`config.mk`:
```
export PLATFORM = sky130hd
export DESIGN_NAME = deadlock_avoiding_resource_grant_core
export DESIGN_NICKNAME = d
export VERILOG_FILES = /design/src/hdl/dargc_pkg.sv /design/src/hdl/dargc_row_mem.sv /design/src/hdl/dargc_reach.sv /design/src/hdl/deadlock_avoiding_resource_grant_core.sv
export VERILOG_INCLUDE_DIRS = /design/src /design/src/hdl
export SDC_FILE = /design/constraint.sdc
export NUM_CORES = 1
export LEC_CHECK = 0
export BUFFER_PORTS_ARGS = -buffer_cell sky130_fd_sc_hd__buf_2
export CORE_AREA = 2 2 147 149
export DETAILED_ROUTE_END_ITERATION = 8
export DIE_AREA = 0 0 149 151
export GPL_ROUTABILITY_DRIVEN = 0
export GPL_TIMING_DRIVEN = 0
export PLACE_DENSITY = 0.65
export SETUP_SLACK_MARGIN = 0.1
export SYNTH_ARGS = -nofsm -noshare
export SYNTH_HDL_FRONTEND = slang
export SYNTH_SLANG_ARGS = --single-unit
```
`constraint.sdc`:
```
create_clock -name clk -period 4.3 [get_ports clk]
set_input_delay 0.43 -clock clk [delete_from_list [all_inputs] [get_ports clk]]
set_output_delay 0.43 -clock clk [all_outputs]
set_load 0.02 [all_outputs]
```
`src/hdl/assert_macros.svh`:
```
// assertion helpers shared by the rtl
`ifndef ASSERT_MACROS_SVH
`define ASSERT_MACROS_SVH

// same-cycle implication, checked out of reset
`define DARGC_ASSERT_IMP(lbl, ante, cons, msg) \
  lbl: assert property (@(posedge clk) disable iff (!rst_n) (ante) |-> (cons)) \
    else $error(msg);

// next-cycle implication, checked out of reset
`define DARGC_ASSERT_NXT(lbl, ante, cons, msg) \
  lbl: assert property (@(posedge clk) disable iff (!rst_n) (ante) |=> (cons)) \
    else $error(msg);

`endif

```
`src/hdl/dargc_pkg.sv`:
```
package dargc_pkg;

  // search engine status toward the control fsm
  typedef struct packed {
    logic busy;
    logic done;
    logic found;
  } dargc_status_t;

  localparam int IDX_W       = 3;
  localparam int IN_TDATA_W  = 8;
  localparam int OUT_TDATA_W = 8;
  localparam int CFG_INDEX_W = 1;
  localparam int CFG_DATA_W  = 4;

  localparam logic [CFG_INDEX_W-1:0] REG_NUM_PROCESSES = 1'd0;
  localparam logic [CFG_INDEX_W-1:0] REG_NUM_RESOURCES = 1'd1;
  localparam logic [CFG_DATA_W-1:0]  COUNT_RESET       = 4'd8;

  localparam logic [1:0] OUTCOME_GRANTED = 2'd0;
  localparam logic [1:0] OUTCOME_QUEUED  = 2'd1;
  localparam logic [1:0] OUTCOME_REFUSED = 2'd2;
  localparam logic [1:0] OUTCOME_RANGE   = 2'd3;

endpackage

```
`src/hdl/dargc_row_mem.sv`:
```
module dargc_row_mem #(
  parameter int DEPTH = 8,
  parameter int WIDTH = 8,
  parameter int AW    = 3
) (
  input  logic             clk,
  input  logic             rst_n,
  input  logic             wr_en,
  input  logic [AW-1:0]    wr_addr,
  input  logic [WIDTH-1:0] wr_data,
  input  logic             rd_en,
  input  logic [AW-1:0]    rd_addr,
  output logic [WIDTH-1:0] rd_data
);

  logic [WIDTH-1:0] mem_r [DEPTH];
  logic [DEPTH-1:0] valid_r;
  logic [WIDTH-1:0] rd_data_r;

  // rows never written read as all zero
  always_ff @(posedge clk) begin
    if (!rst_n) begin
      valid_r <= '0;
    end else if (wr_en) begin
      valid_r[wr_addr] <= 1'b1;
    end
  end

  always_ff @(posedge clk) begin
    if (wr_en) begin
      mem_r[wr_addr] <= wr_data;
    end
  end

  always_ff @(posedge clk) begin
    if (rd_en) begin
      rd_data_r <= valid_r[rd_addr] ? mem_r[rd_addr] : '0;
    end
  end

  assign rd_data = rd_data_r;

endmodule

```
`src/hdl/dargc_reach.sv`:
```
module dargc_reach #(
  parameter int NP = 8,
  parameter int NR = 8,
  parameter int PW = 3,
  parameter int RW = 3
) (
  input  logic                    clk,
  input  logic                    rst_n,
  input  logic                    start,
  input  logic                    from_res,
  input  logic [PW-1:0]           start_p,
  input  logic [RW-1:0]           start_r,
  output logic                    held_rd_en,
  output logic [RW-1:0]           held_rd_addr,
  input  logic [NP-1:0]           held_rd_data,
  output logic                    wait_rd_en,
  output logic [PW-1:0]           wait_rd_addr,
  input  logic [NR-1:0]           wait_rd_data,
  output dargc_pkg::dargc_status_t status
);

  logic          busy_r, busy_nxt;
  logic          phase_r, phase_nxt;
  logic          cur_res_r, cur_res_nxt;
  logic          done_r, done_nxt;
  logic          found_r, found_nxt;
  logic [NP-1:0] pend_p_r, pend_p_nxt, seen_p_r, seen_p_nxt, tgt_p_r, tgt_p_nxt;
  logic [NR-1:0] pend_r_r, pend_r_nxt, seen_r_r, seen_r_nxt, tgt_r_r, tgt_r_nxt;
  logic [NP-1:0] pbit;
  logic [NR-1:0] rbit;
  logic          hit;

  function automatic logic [PW-1:0] low_p(input logic [NP-1:0] v);
    logic [PW-1:0] idx;
    idx = '0;
    for (int i = NP - 1; i >= 0; i--) begin
      if (v[i]) idx = PW'(i);
    end
    return idx;
  endfunction

  function automatic logic [RW-1:0] low_r(input logic [NR-1:0] v);
    logic [RW-1:0] idx;
    idx = '0;
    for (int i = NR - 1; i >= 0; i--) begin
      if (v[i]) idx = RW'(i);
    end
    return idx;
  endfunction

  assign pbit         = NP'(1) << start_p;
  assign rbit         = NR'(1) << start_r;
  assign held_rd_addr = low_r(pend_r_r);
  assign wait_rd_addr = low_p(pend_p_r);
  assign hit          = (|(seen_p_r & tgt_p_r)) | (|(seen_r_r & tgt_r_r));

  always_comb begin
    busy_nxt    = busy_r;
    phase_nxt   = phase_r;
    cur_res_nxt = cur_res_r;
    done_nxt    = 1'b0;
    found_nxt   = found_r;
    pend_p_nxt  = pend_p_r;
    pend_r_nxt  = pend_r_r;
    seen_p_nxt  = seen_p_r;
    seen_r_nxt  = seen_r_r;
    tgt_p_nxt   = tgt_p_r;
    tgt_r_nxt   = tgt_r_r;
    held_rd_en  = 1'b0;
    wait_rd_en  = 1'b0;
    if (!busy_r) begin
      if (start) begin
        busy_nxt   = 1'b1;
        phase_nxt  = 1'b0;
        found_nxt  = 1'b0;
        pend_p_nxt = from_res ? '0 : pbit;
        seen_p_nxt = from_res ? '0 : pbit;
        pend_r_nxt = from_res ? rbit : '0;
        seen_r_nxt = from_res ? rbit : '0;
        tgt_p_nxt  = from_res ? pbit : '0;
        tgt_r_nxt  = from_res ? '0 : rbit;
      end
    end else if (!phase_r) begin
      if (hit || (pend_p_r == '0 && pend_r_r == '0)) begin
        busy_nxt  = 1'b0;
        done_nxt  = 1'b1;
        found_nxt = hit;
      end else if (|pend_r_r) begin
        held_rd_en  = 1'b1;
        pend_r_nxt  = pend_r_r & ~(NR'(1) << held_rd_addr);
        cur_res_nxt = 1'b1;
        phase_nxt   = 1'b1;
      end else begin
        wait_rd_en  = 1'b1;
        pend_p_nxt  = pend_p_r & ~(NP'(1) << wait_rd_addr);
        cur_res_nxt = 1'b0;
        phase_nxt   = 1'b1;
      end
    end else begin
      // row of the vertex picked last cycle is here now
      phase_nxt = 1'b0;
      if (cur_res_r) begin
        seen_p_nxt = seen_p_r | held_rd_data;
        pend_p_nxt = pend_p_r | (held_rd_data & ~seen_p_r);
      end else begin
        seen_r_nxt = seen_r_r | wait_rd_data;
        pend_r_nxt = pend_r_r | (wait_rd_data & ~seen_r_r);
      end
    end
  end

  always_ff @(posedge clk) begin
    if (!rst_n) begin
      busy_r  <= 1'b0;
      phase_r <= 1'b0;
      done_r  <= 1'b0;
      found_r <= 1'b0;
    end else begin
      busy_r  <= busy_nxt;
      phase_r <= phase_nxt;
      done_r  <= done_nxt;
      found_r <= found_nxt;
    end
  end

  always_ff @(posedge clk) begin
    cur_res_r <= cur_res_nxt;
    pend_p_r  <= pend_p_nxt;
    pend_r_r  <= pend_r_nxt;
    seen_p_r  <= seen_p_nxt;
    seen_r_r  <= seen_r_nxt;
    tgt_p_r   <= tgt_p_nxt;
    tgt_r_r   <= tgt_r_nxt;
  end

  assign status = '{busy: busy_r, done: done_r, found: found_r};

endmodule

```
`src/hdl/deadlock_avoiding_resource_grant_core.sv`:
```
// deadlock-avoiding grant of single-instance resources
// in_*  : one request per transfer, process and resource index in in_tdata
// out_* : one outcome per request (granted, queued, refused, out of range)
// cfg_* : write-only registers num_processes (index 0), num_resources (index 1)
// a request to a free resource becomes a held-by edge, else a wait edge; the
// edge is kept only if it closes no cycle in the process/resource graph
// the graph rows live in two small memories with registered reads; a search
// engine walks reachability from the head of the new edge, one row at a time
// an accepted request passes S_CHECK, S_SEARCH (then S_WRD for a wait) and
// S_DONE before the outcome moves to the output register; an index out of
// range skips the search and goes from S_CHECK straight to S_DONE
// one request in work at a time: the next transfer can be taken from the cycle
// after the outcome moves to the output register
// the outcome waits in an output register; a stalled receiver holds back the
// next outcome but not the acceptance of the following request
// reset (synchronous, rst_n low): graph empty, all resources free, both
// counts 8; no clearing pass is needed
`include "assert_macros.svh"

module deadlock_avoiding_resource_grant_core #(
  parameter int MAX_PROCESSES = 8,
  parameter int MAX_RESOURCES = 8
) (
  input  logic                                 clk,
  input  logic                                 rst_n,
  input  logic                                 in_tvalid,
  output logic                                 in_tready,
  input  logic [dargc_pkg::IN_TDATA_W-1:0]     in_tdata,     // process_index, resource_index
  output logic                                 out_tvalid,
  input  logic                                 out_tready,
  output logic [dargc_pkg::OUT_TDATA_W-1:0]    out_tdata,    // outcome
  input  logic                                 cfg_wr_en,
  input  logic [dargc_pkg::CFG_INDEX_W-1:0]    cfg_index,
  input  logic [dargc_pkg::CFG_DATA_W-1:0]     cfg_wr_data
);

  localparam int PW = (MAX_PROCESSES > 1) ? $clog2(MAX_PROCESSES) : 1;
  localparam int RW = (MAX_RESOURCES > 1) ? $clog2(MAX_RESOURCES) : 1;
  localparam int CW = 6;
  localparam logic [CW-1:0] MAXP_C = CW'(MAX_PROCESSES);
  localparam logic [CW-1:0] MAXR_C = CW'(MAX_RESOURCES);

  // control states
  localparam logic [2:0] S_IDLE   = 3'd0;
  localparam logic [2:0] S_CHECK  = 3'd1;
  localparam logic [2:0] S_SEARCH = 3'd2;
  localparam logic [2:0] S_WRD    = 3'd3;
  localparam logic [2:0] S_DONE   = 3'd4;

  logic [2:0]                       state_r, state_nxt;
  logic [dargc_pkg::IDX_W-1:0]      p_r, r_r;
  logic                             grant_r, grant_nxt;
  logic [1:0]                       outcome_r, outcome_nxt;
  logic                             out_valid_r, out_valid_nxt;
  logic [1:0]                       out_data_r, out_data_nxt;
  logic [dargc_pkg::CFG_DATA_W-1:0] num_proc_r, num_res_r;
  logic [MAX_RESOURCES-1:0]         free_r, free_nxt;

  logic [CW-1:0]            eff_p, eff_r;
  logic                     out_of_range;
  logic [PW-1:0]            p_addr;
  logic [RW-1:0]            r_addr;
  logic                     accept;
  logic                     out_load;
  logic                     search_start;
  logic                     in_search;
  logic                     grant_commit;

  // memory ports
  logic                     held_wr_en;
  logic                     held_rd_en;
  logic [RW-1:0]            held_rd_addr;
  logic [MAX_PROCESSES-1:0] held_rd_data;
  logic                     wait_wr_en;
  logic                     wait_rd_en, top_wait_rd_en, srch_wait_rd_en;
  logic [PW-1:0]            wait_rd_addr, srch_wait_rd_addr;
  logic [MAX_RESOURCES-1:0] wait_rd_data;

  dargc_pkg::dargc_status_t status;

  assign accept    = in_tvalid && in_tready;
  assign in_tready = (state_r == S_IDLE);
  assign p_addr    = PW'(p_r);
  assign r_addr    = RW'(r_r);

  // counts above the array size clamp to it; zero makes every index invalid
  assign eff_p        = (CW'(num_proc_r) > MAXP_C) ? MAXP_C : CW'(num_proc_r);
  assign eff_r        = (CW'(num_res_r) > MAXR_C) ? MAXR_C : CW'(num_res_r);
  assign out_of_range = (CW'(p_r) >= eff_p) || (CW'(r_r) >= eff_r);

  assign search_start = (state_r == S_CHECK) && !out_of_range;
  assign out_load     = (state_r == S_DONE) && (!out_valid_r || out_tready);
  assign in_search    = (state_r == S_SEARCH);
  assign grant_commit = in_search && status.done && !status.found && grant_r;

  // held-by rows: row r holds the process that owns resource r
  dargc_row_mem #(
    .DEPTH (MAX_RESOURCES),
    .WIDTH (MAX_PROCESSES),
    .AW    (RW)
  ) u_held_mem (
    .clk     (clk),
    .rst_n   (rst_n),
    .wr_en   (held_wr_en),
    .wr_addr (r_addr),
    .wr_data (MAX_PROCESSES'(1) << p_addr),
    .rd_en   (held_rd_en),
    .rd_addr (held_rd_addr),
    .rd_data (held_rd_data)
  );

  // wait-for rows: row p holds the resources process p waits on
  dargc_row_mem #(
    .DEPTH (MAX_PROCESSES),
    .WIDTH (MAX_RESOURCES),
    .AW    (PW)
  ) u_wait_mem (
    .clk     (clk),
    .rst_n   (rst_n),
    .wr_en   (wait_wr_en),
    .wr_addr (p_addr),
    .wr_data (wait_rd_data | (MAX_RESOURCES'(1) << r_addr)),
    .rd_en   (wait_rd_en),
    .rd_addr (wait_rd_addr),
    .rd_data (wait_rd_data)
  );

  // the kept graph is acyclic, so a new edge u->v closes a cycle exactly
  // when v already reaches u; a grant starts at the process, a wait at
  // the resource
  dargc_reach #(
    .NP (MAX_PROCESSES),
    .NR (MAX_RESOURCES),
    .PW (PW),
    .RW (RW)
  ) u_reach (
    .clk          (clk),
    .rst_n        (rst_n),
    .start        (search_start),
    .from_res     (!free_r[r_addr]),
    .start_p      (p_addr),
    .start_r      (r_addr),
    .held_rd_en   (held_rd_en),
    .held_rd_addr (held_rd_addr),
    .held_rd_data (held_rd_data),
    .wait_rd_en   (srch_wait_rd_en),
    .wait_rd_addr (srch_wait_rd_addr),
    .wait_rd_data (wait_rd_data),
    .status       (status)
  );

  // the wait row is read again for the merge once the search is over;
  // reads and the one write of a request never overlap, so no forwarding
  assign wait_rd_en   = srch_wait_rd_en || top_wait_rd_en;
  assign wait_rd_addr = top_wait_rd_en ? p_addr : srch_wait_rd_addr;

  always_comb begin
    state_nxt      = state_r;
    grant_nxt      = grant_r;
    outcome_nxt    = outcome_r;
    free_nxt       = free_r;
    held_wr_en     = 1'b0;
    wait_wr_en     = 1'b0;
    top_wait_rd_en = 1'b0;
    case (state_r)
      S_IDLE: begin
        if (accept) state_nxt = S_CHECK;
      end
      S_CHECK: begin
        if (out_of_range) begin
          outcome_nxt = dargc_pkg::OUTCOME_RANGE;
          state_nxt   = S_DONE;
        end else begin
          grant_nxt = free_r[r_addr];
          state_nxt = S_SEARCH;
        end
      end
      S_SEARCH: begin
        if (status.done) begin
          if (status.found) begin
            outcome_nxt = dargc_pkg::OUTCOME_REFUSED;
            state_nxt   = S_DONE;
          end else if (grant_r) begin
            // a free resource has an empty row, so the new row is one bit
            held_wr_en       = 1'b1;
            free_nxt[r_addr] = 1'b0;
            outcome_nxt      = dargc_pkg::OUTCOME_GRANTED;
            state_nxt        = S_DONE;
          end else begin
            top_wait_rd_en = 1'b1;
            state_nxt      = S_WRD;
          end
        end
      end
      S_WRD: begin
        wait_wr_en  = 1'b1;
        outcome_nxt = dargc_pkg::OUTCOME_QUEUED;
        state_nxt   = S_DONE;
      end
      S_DONE: begin
        if (out_load) state_nxt = S_IDLE;
      end
      default: begin
        state_nxt = S_IDLE;
      end
    endcase
  end

  // output register
  always_comb begin
    out_valid_nxt = out_valid_r;
    out_data_nxt  = out_data_r;
    if (out_load) begin
      out_valid_nxt = 1'b1;
      out_data_nxt  = outcome_r;
    end else if (out_valid_r && out_tready) begin
      out_valid_nxt = 1'b0;
    end
  end

  always_ff @(posedge clk) begin
    if (!rst_n) begin
      state_r     <= S_IDLE;
      out_valid_r <= 1'b0;
      free_r      <= '1;
    end else begin
      state_r     <= state_nxt;
      out_valid_r <= out_valid_nxt;
      free_r      <= free_nxt;
    end
  end

  always_ff @(posedge clk) begin
    if (accept) begin
      p_r <= in_tdata[dargc_pkg::IDX_W-1:0];
      r_r <= in_tdata[2*dargc_pkg::IDX_W-1:dargc_pkg::IDX_W];
    end
    grant_r    <= grant_nxt;
    outcome_r  <= outcome_nxt;
    out_data_r <= out_data_nxt;
  end

  // configuration registers
  always_ff @(posedge clk) begin
    if (!rst_n) begin
      num_proc_r <= dargc_pkg::COUNT_RESET;
      num_res_r  <= dargc_pkg::COUNT_RESET;
    end else if (cfg_wr_en) begin
      case (cfg_index)
        dargc_pkg::REG_NUM_PROCESSES: num_proc_r <= cfg_wr_data;
        dargc_pkg::REG_NUM_RESOURCES: num_res_r  <= cfg_wr_data;
        default: ;
      endcase
    end
  end

  assign out_tvalid = out_valid_r;
  assign out_tdata  = {{(dargc_pkg::OUT_TDATA_W - 2){1'b0}}, out_data_r};

  `DARGC_ASSERT_IMP(a_busy_in_search, status.busy, in_search, "search busy outside search")
  `DARGC_ASSERT_IMP(a_done_in_search, status.done, in_search, "search done outside search")
  `DARGC_ASSERT_NXT(a_grant_takes, grant_commit, !free_r[r_addr], "granted resource still free")
  `DARGC_ASSERT_NXT(a_accept_check, accept, state_r == S_CHECK, "accepted request not checked")

endmodule

```
======== Word-level counts from Yosys, hierarchy flattened ========
Memory sizes are Yosys's and may differ from the RTL's. A register that Yosys moved wholly into a read port is not among the register bits.
Cells that the tools add are included.
storage, ports and cells
  word-level logic and storage cells ...... 218
  register bits ........................... 100
  RAM bits ................................ 128
  output and inout bits ................... 10
  input port bits ......................... 18
  memories ................................ 2
memory list
  name              words  bits a word  rd ports  clocked after Yosys merged registers in  wr ports  RTL line             RTL
  u_held_mem.mem_r  8      8            1         1                                        1         dargc_row_mem.sv:16  logic [WIDTH-1:0] mem_r [DEPTH];
  u_wait_mem.mem_r  8      8            1         1                                        1         dargc_row_mem.sv:16
operators by class
  reductions and logical operators ........ 38
  muxes and demuxes ....................... 95
  equality and inequality tests ........... 19
  bitwise gates (word level) .............. 27
  shifts and indexed selects .............. 4
  order comparisons ....................... 10
operators by type and width
  kind                 count
  $mux 8               20
  $mux 3               23
  $and 8x8->8          7
  $or 8x8->8           7
  $not 8->8            5
  $mux 1               39
  $shl 1x3->8 const A  4
  $reduce_or 8->1      3
  $logic_not 8->1      2
  $lt 3x4->1 const B   4
  $reduce_and 4->1     4
  $ne 3x3->1 const B   5
  $pmux 3 s5           1
  $reduce_and 3->1     5
  $ne 2x2->1 const B   7
  $bmux 1 s3           3
  $ge 3x4->1           2
  $gt 4x4->1 const B   2
  $mux 2               4
  $mux 4               2
  $reduce_and 2->1     4
  $logic_and 1x1->1    7
  $not 1->1            7
  $demux 1 s3          2
  14 further kinds     24

======== Logic depth before layout (Yosys ltp) ========
Gate-level depths: netlist of the first run.
  depth in word-level cells ............... 15
  mapped depth ............................ 10
  depth with buffers taken out ............ 9

======== Cells and area by module ========
A second synthesis of the first run with hierarchy kept.
unflattened totals
  cell total of the unflattened synthesis .. 744
  area total of the unflattened synthesis .. 10505.1 µm²
by module, submodules not included
  module                                 area each (µm²)  cells an instance  seq. area each (µm²)  times used
  dargc_row_mem                          3035.4           142                2322.2                2
  dargc_reach                            2824.0           287                1551.5                1
  deadlock_avoiding_resource_grant_core  1610.3           173                730.7                 1

======== Worst setup path after synthesis of the first run ========
OpenSTA, ideal clock, no wires.
  path kind ............................... flip-flop to flip-flop
  start point ............................. register p_r (netlist bit p_addr[0])
  end point ............................... register u_reach.seen_r_r[0], enable pin
  slack ................................... 0.847 ns
  cell stages (with the launch flop) ...... 11
  path buffers ............................ 1
  library setup time ...................... 0.375 ns
  arrival time ............................ 3.078 ns
  data required time ...................... 3.925 ns
  clock period less this slack ............ 3.453 ns
  cell sequence ........................... edfxtp_1 > clkbuf_1 > clkinv_1 > ha_1 > nand2b_1 > a21o_1 > a21oi_1 > o22ai_1 > nor4b_1 > and2b_1 > o21bai_1
on the way
  longest elaborated chain between the ends .. 6
RTL lines
  what                         RTL line                                      RTL
  start: declaration           deadlock_avoiding_resource_grant_core.sv:51   logic [dargc_pkg::IDX_W-1:0] p_r, r_r;
  start signal: assignment     deadlock_avoiding_resource_grant_core.sv:235  p_r <= in_tdata[dargc_pkg::IDX_W-1:0];
  $ge 3x4->1                   deadlock_avoiding_resource_grant_core.sv:89   assign out_of_range = (CW'(p_r) >= eff_p) || (CW'(r_r) >= eff_r);
  $logic_or 1x1->1             deadlock_avoiding_resource_grant_core.sv:89
  $logic_not 1->1              deadlock_avoiding_resource_grant_core.sv:91   assign search_start = (state_r == S_CHECK) && !out_of_range;
  $logic_and 1x1->1            deadlock_avoiding_resource_grant_core.sv:91
  net search_start             deadlock_avoiding_resource_grant_core.sv:65   logic search_start;
  $reduce_bool 2->1 (no line)  -
  $reduce_and 3->1 (no line)   -
  end signal: assignment       dargc_reach.sv:131                            seen_r_r <= seen_r_nxt;
  end: declaration             dargc_reach.sv:28                             logic [NR-1:0] pend_r_r, pend_r_nxt, seen_r_r, seen_r_nxt, tgt_r_r, tgt_r_nxt;
The timed path passes the listed nets, and every way through them passes these cells.
A chain may end at the register's enable or synchronous reset.

======== Final worst setup path of the first run ========
  start point ............................. register p_r (netlist bit p_addr[0])
  end point ............................... register u_reach.pend_r_r[2], enable pin
on the way
  longest elaborated chain between the ends .. 6
RTL lines
  what                         RTL line                                     RTL
  $ge 3x4->1                   deadlock_avoiding_resource_grant_core.sv:89
  $logic_or 1x1->1             deadlock_avoiding_resource_grant_core.sv:89
  $logic_not 1->1              deadlock_avoiding_resource_grant_core.sv:91
  $logic_and 1x1->1            deadlock_avoiding_resource_grant_core.sv:91
  net search_start             deadlock_avoiding_resource_grant_core.sv:65
  $reduce_bool 2->1 (no line)  -
  $reduce_and 4->1 (no line)   -
  end signal: assignment       dargc_reach.sv:129                           pend_r_r <= pend_r_nxt;
  end: declaration             dargc_reach.sv:28
The timed path passes the listed nets, and every way through them passes these cells.

==> summary.txt, run 1 <==
H-tree depth -> 1
Worst setup SP type -> register
Antenna Cells -> 0
min Tclk post-route -> 4046 ps
area of placed instances -> 0.01076 mm2
largest net degree at the start of global routing -> 20
top-area cell type share of the netlist area -> 0.5945
die width -> 149 um
TritonCTS clock tree -> yes
Yosys cell types -> 59
clock skew -> 16.27 ps
Die ar. -> 0.02250 mm2
Hold Buf Count CTS -> 0
Top FF cell, synth -> edfxtp_1
setup TNS -> 0 ps
Avg Inst Size Synth -> 12.55 um2
status -> finished, final reports clean
Synth Instances -> 821
WL final -> 24420 um
clk root buf -> clkbuf_16
share of cells above drive strength 1 -> 0.1056
ranking of synthesized cells by area -> edfxtp_1 59%, dfxtp_1 7.8%, nor2_1 3.6%, o21ai_0 3.1%, nand2_1 2.6%
Antenna Nets Post-Route -> 0
CP Max Fanout -> 8
clk slew on worst S/H paths -> 60 ps
routed vias/inst -> 5.971
reg-to-reg startpoint -> p_addr[0]
CP arrival -> 4190 ps
IO Port Bufs -> 19
Ys Warns -> 0
measured slew at the worst slew-check pin -> 1088 ps
RSZ-0062 raised after global routing -> yes
Core Rows -> 53
Cell Area, Synth -> 0.01030 mm2
final instance area -> 0.01158 mm2
Clock Path Buffers -> 3
highest clock rate -> 247.2 MHz
CTS Sinks -> 244
number of synthesized flops with an enable pin -> 204
number of max-cap violations -> 0
initial antenna violation count -> 0
# nets final -> 896
total CTS buffers -> 25
Pleak -> 0.004061 uW
vias after detailed routing -> 6956
GRT Residual Overflow -> 0
Worst Setup SP -> p_addr[0]
Setup CP Type -> reg -> reg
worst hold path class -> in -> reg
Initial Utilization -> 0.4949
r2r worst-path depth -> 10
Hold Crit Start -> in_tdata[2]
Die H -> 151 um
number of remaining DRC errors -> 0
worst skew pair latency -> 520 ps
IO Pins -> 28
FFs w/ async S/R, synth -> 0
power density over the cells -> 462.8 mW/mm2
Pins Over Slew Limit -> 0
vias in the first global route -> 6558
CP required -> 4440 ps
Detailed Routing Iterations Pass 1 -> 6
Starting DRT DRC Count -> 829
Area Growth Syn to Fin -> 12.41%
Core Box Area -> 0.02082 mm2
final hold vios -> 0
largest area contributor in the netlist -> edfxtp_1
Final Setup Violations -> 0
Total GRT Usage -> 0.2173
VDD IR max -> 329.9 uV
worst rel slew slack -> 0.2719
commonest cells after routing, fill and taps aside -> 204 x edfxtp_1, 99 x nor2_1, 72 x nand2_1
endpoint class of the critical path -> register
commonest non-fill, non-tap cell in the layout -> edfxtp_1
DR WL/cell -> 20.96 um
first-pass GRT wire length -> 37220 um
Post-DP HPWL -> 16740 um
Worst Hold Depth -> 1
Synth Register Bits -> 244
sequential area share after synthesis -> 0.6722
period utilization -> 0.9409
kinds of logic (layout without fill, tap and decap cells):
family / count (synthesis) / count (layout) / synth area share
buf+inv: 74 / 138 / 0.03497
fa+ha+maj: 6 / 6 / 0.007285
mux: 24 / 24 / 0.02574
simple gates: 285 / 285 / 0.1327
flops: 244 / 244 / 0.6722
other cells: 1 / 6 / 0.0003639
compound gates: 187 / 187 / 0.1268
cells in the mapped netlist, types with 7 or more instances:
library cell	instances
buf_4	7
edfxtp_1	204
a22oi_1	7
nor2b_1	8
nand2b_1	21
o22ai_1	11
mux2i_1	22
a32oi_1	14
nand2_1	72
dfxtp_1	40
nand3_1	24
nor3b_1	9
a221oi_1	20
clkbuf_1	22
nor2_1	99
buf_2	7
o21ai_0	64
a21oi_1	20
a221o_1	16
and3_1	15
nor3_1	8
inv_1	30
area by class of cell:
class / instances / area, um2
sequential: 244 / 6927
multi-input combinational: 508 / 3049
timing repair buffer: 19 / 95.09
tap: 275 / 344.1
clock buffer: 32 / 691.9
buffer: 42 / 240.2
clock inverter: 13 / 116.4
fill: 1727 / 9239
inverter: 32 / 120.1
registers in the layout, indices dropped and copies added, names as in the netlist, 2 cells and up:
signal	count
u_wait_mem.valid_r	8
u_reach.seen_p_r	8
num_proc_r	4
r_addr	3
u_held_mem.rd_data	8
num_res_r	4
free_r	8
outcome_r	2
u_reach.tgt_p_r	8
u_wait_mem.mem_r	64
u_held_mem.valid_r	8
u_reach.pend_r_r	8
u_wait_mem.rd_data	8
out_data_r	2
u_held_mem.mem_r	64
u_reach.pend_p_r	8
u_reach.tgt_r_r	8
state_r	3
u_reach.seen_r_r	8
p_addr	3
per-layer routing:
| layer | track usage | vias up | share of wire |
|---|---|---|---|
| met2 | 0.3518 | 290 | 0.47 |
| li1 | - | 3199 | - |
| met4 | 0.06000 | 0 | 0.020 |
| met5 | 0 | - | 0 |
| met1 | 0.3119 | 3427 | 0.44 |
| met3 | 0.02801 | 40 | 0.067 |
critical path: stages, from the launching register on:
cell and delay (ps):
edfxtp_1 330, clkbuf_1 320, clkinv_1 380, ha_1 380, nand2b_1 140, a21o_1 180
a21oi_1 150, o22ai_1 110, nor4b_2 580, o2bb2ai_1 290, a21oi_1 820
path summary, 6_finish.rpt:
check	end	slack, ps
max	u_reach.pend_r_r[2]	250
min	p_addr[2]	90
max reg2reg	u_reach.pend_r_r[2]	250
min reg2reg	out_data_r[1]	420
report_power, final:
| part | internal [uW] | switching [uW] |
|---|---|---|
| clock | 1250 | 892 |
| sequential | 2630 | 51.6 |
| combinational | 180 | 349 |
| total | 4070 | 1290 |
repair_timing:
action                     CTS  global route
buffers inserted             0             0
gates cloned                 0             0
pin swaps                    0             0
resized for setup            1             1
setup endpoints to repair   32            16
metrics by stage:
step           setup WS (ps)  cells  utilization  power, uW  hold WS [ps]
6_report               254.1   1165       0.5563       5361         90.65
5_1_grt                76.50   1165       0.5563       5523         74.86
4_1_cts                229.1   1165       0.5560       5371         78.08
3_5_place_dp          -129.9   1120       0.5169       3254         409.3
3_3_place_gp          -87.37   1120       0.5169       3244         410.2
2_1_floorplan          846.9    826            -       3084         400.3
(Power assumes the default switching activity.)
==> inputs of run 2 (changes only) <==
BUFFER_PORTS_ARGS = -buffer_cell sky130_fd_sc_hd__buf_4   (was -buffer_cell sky130_fd_sc_hd__buf_2)
==> summary.txt, run 2 (synthesis gave the netlist of run 1 again) <==
status -> finished, final reports clean
Buf/Inv on CP -> 2
Post-DP HPWL -> 16850 um
DR WL/cell -> 20.84 um
routed metal-1 wire length -> 10460 um
highest clock rate -> 260.0 MHz
commonest cells after routing, fill and taps aside -> 204 x edfxtp_1, 99 x nor2_1, 72 x nand2_1
FILL cells -> 1745
Initial Utilization -> 0.4949
Starting DRT DRC Count -> 645
TritonCTS clock tree -> yes
uppermost layer routed -> met4
CP dominant cell by count -> a21oi_1
WL final -> 24340 um
Antenna Cells -> 0
Clk network pwr share -> 0.415
period utilization -> 0.8945
slowest cell on the critical path -> a21oi_1
reg-to-reg startpoint -> p_addr[0]
commonest non-fill, non-tap cell in the layout -> edfxtp_1
measured slew at the worst slew-check pin -> 1135 ps
utilization after layout -> 0.5621
worst rel slew slack -> 0.2403
Pint -> 4226 uW
VDD IR max -> 290.5 uV
clk root buf -> clkbuf_16
CP Max Fanout -> 8
Pins Over Slew Limit -> 0
vias after detailed routing -> 6876
die width -> 149 um
RSZ-0062 raised after global routing -> no
worst skew pair latency -> 520 ps
share of cells above drive strength 1 -> 0.1019
worst hold endpoint -> p_addr[2]
power density over the cells -> 470.0 mW/mm2
Core Box Area -> 0.02082 mm2
Detailed Routing Iterations Pass 1 -> 5
area of placed instances -> 0.01082 mm2
WL met2 -> 11700 um
CTS Sinks -> 244
Die H -> 151 um
endpoint class of the critical path -> register
vias in the first global route -> 6653
Setup CP Type -> reg -> reg
Logic pwr share -> 0.096
switch share -> 0.2318
Hold Crit Start -> in_tdata[2]
routed vias/inst -> 5.887
final instance area -> 0.01171 mm2
Hold Buf Count CTS -> 0
largest net degree at the start of global routing -> 20
P_sw -> 1275 uW
number of max-cap violations -> 0
Area Growth Syn to Fin -> 13.59%
Worst Hold Depth -> 1
Clock Path Buffers -> 3
CP required -> 4440 ps
largest registers -> u_held_mem.mem_r: 64 flops, u_wait_mem.mem_r: 64 flops
IO Pins -> 28
r2r endpoint -> u_reach.pend_r_r[3]
total CTS buffers -> 26
worst hold path class -> in -> reg
GRT Residual Overflow -> 0
Die ar. -> 0.02250 mm2
Total GRT Usage -> 0.2202
IO Port Bufs -> 19
Overall Power -> 5502 uW
Post-CTS Setup Repair Bufs -> 0
critical-path cell list -> clkbuf_1, clkinv_1, ha_1, nand2b_1, a21o_1, a21oi_1, o22ai_1, nor4b_2, o2bb2ai_1, a21oi_1
Final Setup Violations -> 0
sequential share of power -> 0.489
Antenna Nets Post-Route -> 0
first-pass GRT wire length -> 37580 um
r2r worst-path depth -> 10
crit-path leading delay family -> compound AO/OA/AOI/OAI gates
R2R Setup Slk -> 450 ps
# nets final -> 897
setup TNS -> 0 ps
Pleak -> 0.004102 uW
met3 wire len -> 1748 um
initial antenna violation count -> 0
CP peak stage delay -> 750 ps
number of remaining DRC errors -> 0
clk slew on worst S/H paths -> 60 ps
Core Rows -> 53
min Tclk post-route -> 3846 ps
Worst setup SP type -> register
CP arrival -> 3990 ps
clock skew -> 12.18 ps
area occupied by multi-input gates -> 0.003049 mm2
Reg area -> 0.006927 mm2
H-tree depth -> 1
final hold vios -> 0
## run 2: cell types whose count changed in the layout (fill, tap and decap cells not counted), moves of 2 or more
cell,delta
buf_2,-19
buf_4,+19
clkbuf_1,+8
clkbuf_16,+4
clkbuf_8,-4
clkinv_2,-3
clkinv_1,-2
## run 2: what timing repair did
item / in CTS / in global routing
setup endpoints to repair: 26 / 8
cloned: 0 / 0
resized for setup: 1 / 1
pin swaps: 0 / 0
## run 2: worst max-delay path by stage
stage / endpoint / cells after the start / startpoint
floorplan: u_reach.seen_r_r[0] / 10 / p_addr[0]
global placement: u_reach.seen_r_r[3] / 10 / p_addr[0]
detailed placement: u_reach.seen_r_r[2] / 10 / p_addr[0]
CTS: u_reach.seen_r_r[2] / 10 / p_addr[0]
global route: u_reach.pend_r_r[1] / 10 / p_addr[0]
finish: u_reach.pend_r_r[3] / 10 / p_addr[0]
## run 2: stage by stage
step / hold WS (ps) / worst slack (ps) / std cells
2_1_floorplan: 400.3 / 846.9 / 826
3_3_place_gp: 409.5 / -57.65 / 1120
3_5_place_dp: 412.4 / -80.97 / 1120
4_1_cts: 73.30 / 238.2 / 1168
5_1_grt: 68.35 / 130.5 / 1168
6_report: 88.13 / 453.6 / 1168
## run 2: layout make-up
type	instances	share of cell area
flip-flops and latches	244	0.5918
multi-input cells	508	0.2605
clock buffers	40	0.06553
well taps	275	0.02940
plain buffers	42	0.02052
repair buffers	19	0.01219
inverters	32	0.01026
clock inverters	8	0.009834
## run 2: power groups by stage
stage | clock network [uW] | registers (uW) | logic, uW
2_1_floorplan | 0 | 2720 | 368
3_3_place_gp | 0 | 2730 | 516
3_5_place_dp | 0 | 2740 | 524
4_1_cts | 2300 | 2690 | 529
5_1_grt | 2400 | 2690 | 580
6_report | 2280 | 2690 | 530
## run 2: per-layer routing
metal / vias to the layer above / track usage
li1: 3205 / -
met1: 3371 / 0.3106
met2: 267 / 0.3604
met3: 33 / 0.03102
met4: 0 / 0.06238
met5: - / 0
==> inputs of run 3 (changes only) <==
clock period = 3.8 ns   (was 4.3 ns; I/O delays follow)
==> summary.txt, run 3 (synthesis gave the netlist of run 1 again) <==
status -> finished, final reports clean
Hold Crit Start -> in_tdata[2]
Worst setup SP type -> register
clk root buf -> clkbuf_16
Core Rows -> 53
Pins Over Slew Limit -> 0
RSZ-0062 raised after global routing -> no
Total GRT Usage -> 0.2202
routed vias/inst -> 5.914
number of remaining DRC errors -> 0
GRT Residual Overflow -> 0
CP arrival -> 3570 ps
commonest cells after routing, fill and taps aside -> 204 x edfxtp_1, 99 x nor2_1, 72 x nand2_1
vias after detailed routing -> 6908
Die ar. -> 0.02250 mm2
r2r endpoint -> u_reach.pend_r_r[3]
Clock Path Buffers -> 3
vias in the first global route -> 6651
largest registers -> u_held_mem.mem_r: 64 flops, u_wait_mem.mem_r: 64 flops
initial antenna violation count -> 0
worst skew pair latency -> 520 ps
Post-CTS Setup Repair Bufs -> 0
setup TNS -> 0 ps
number of max-cap violations -> 0
Final Setup Violations -> 0
IO Pins -> 28
Post-DP HPWL -> 16850 um
clock skew -> 11.34 ps
Starting DRT DRC Count -> 614
Detailed Routing Iterations Pass 1 -> 5
Core Box Area -> 0.02082 mm2
R2R Setup Slk -> 380 ps
period utilization -> 0.9000
final hold vios -> 0
clk slew on worst S/H paths -> 60 ps
endpoint class of the critical path -> register
DR WL/cell -> 20.78 um
WL final -> 24270 um
final instance area -> 0.01173 mm2
Antenna Cells -> 0
reg-to-reg startpoint -> p_addr[0]
# nets final -> 897
worst hold endpoint -> p_addr[2]
worst rel slew slack -> 0.2329
die width -> 149 um
Worst Hold Depth -> 1
total CTS buffers -> 26
FILL cells -> 1738
Initial Utilization -> 0.4949
min Tclk post-route -> 3420 ps
highest clock rate -> 292.4 MHz
CTS Sinks -> 244
first-pass GRT wire length -> 37570 um
area of placed instances -> 0.01082 mm2
hold slack final -> 40.65 ps
TritonCTS clock tree -> yes
r2r worst-path depth -> 10
Overall Power -> 6223 uW
Setup CP Type -> reg -> reg
power density over the cells -> 530.7 mW/mm2
commonest non-fill, non-tap cell in the layout -> edfxtp_1
VDD IR max -> 329.0 uV
largest net degree at the start of global routing -> 20
IO Port Bufs -> 19
measured slew at the worst slew-check pin -> 1146 ps
H-tree depth -> 1
CP Max Fanout -> 8
Antenna Nets Post-Route -> 0
Area Growth Syn to Fin -> 13.79%
worst hold path class -> in -> reg
CP required -> 3950 ps
share of cells above drive strength 1 -> 0.1053
Pleak -> 0.004108 uW
Die H -> 151 um
run 3: cell counts in the layout (fill, tap and decap cells not counted):
Identical to the previous run, type by type.
run 3: timing repair:
action                                  in CTS  in global routing
endpoints found under the setup margin      49                 16
hold endpoints to repair                     0                  0
gates resized for setup                      5                  2
hold buffers                                 0                  0
run 3: how the worst max path moves through the flow:
| stage | to | from | slack [ps] |
|---|---|---|---|
| final | u_reach.pend_r_r[3] | p_addr[0] | 380 |
| after global routing | u_reach.pend_r_r[1] | p_addr[0] | 110 |
| after CTS | u_reach.pend_p_r[4] | p_addr[0] | 130 |
| after detailed placement | u_reach.seen_r_r[2] | p_addr[0] | -580 |
| after global placement | u_reach.seen_r_r[2] | p_addr[0] | -560 |
| after floorplan | u_reach.seen_r_r[0] | p_addr[0] | 350 |
run 3: cell type report:
cell class,count,area [um2],share of cell area
Sequential cell,244,6927,0.5907
Inverter,32,120.1,0.01024
Clock buffer,40,767.0,0.06541
Multi-Input combinational cell,508,3070,0.2618
Tap cell,275,344.1,0.02934
Timing Repair Buffer,19,142.6,0.01216
Buffer,42,240.2,0.02049
Clock inverter,8,115.1,0.009816
run 3: per-stage QoR:
step	cells	setup slack, ps	utilization
finish	1168	379.9	0.5632
floorplan	826	346.9	-
global route	1168	109.3	0.5632
global placement	1120	-557.7	0.5192
CTS	1168	127.6	0.5628
detailed placement	1120	-581.0	0.5194
run 3: routing by layer:
metal / wire length [um] / vias up / part of all wire / global-route usage
met5: 0 / - / 0 / 0
met4: 467 / 0 / 0.019 / 0.06238
met3: 1750 / 36 / 0.072 / 0.03102
met2: 11580 / 248 / 0.48 / 0.3604
met1: 10470 / 3417 / 0.43 / 0.3106
li1: - / 3207 / - / -
run 3: where the power goes:
part	leakage [uW]	internal (uW)	switching, uW	total [uW]
Combinational	0.00150	212	390	603
Clock	0.000424	1590	987	2580
Sequential	0.00218	2980	60.4	3040
run 3: critical path: stages (launching register included):
cell       delay (ps)
edfxtp_1          320
clkbuf_1          280
clkinv_1          350
ha_1              370
nand2b_1          130
a21o_1            170
a21oi_1           150
o22ai_1           130
nor4b_4           400
o2bb2ai_1         260
a21oi_2           470
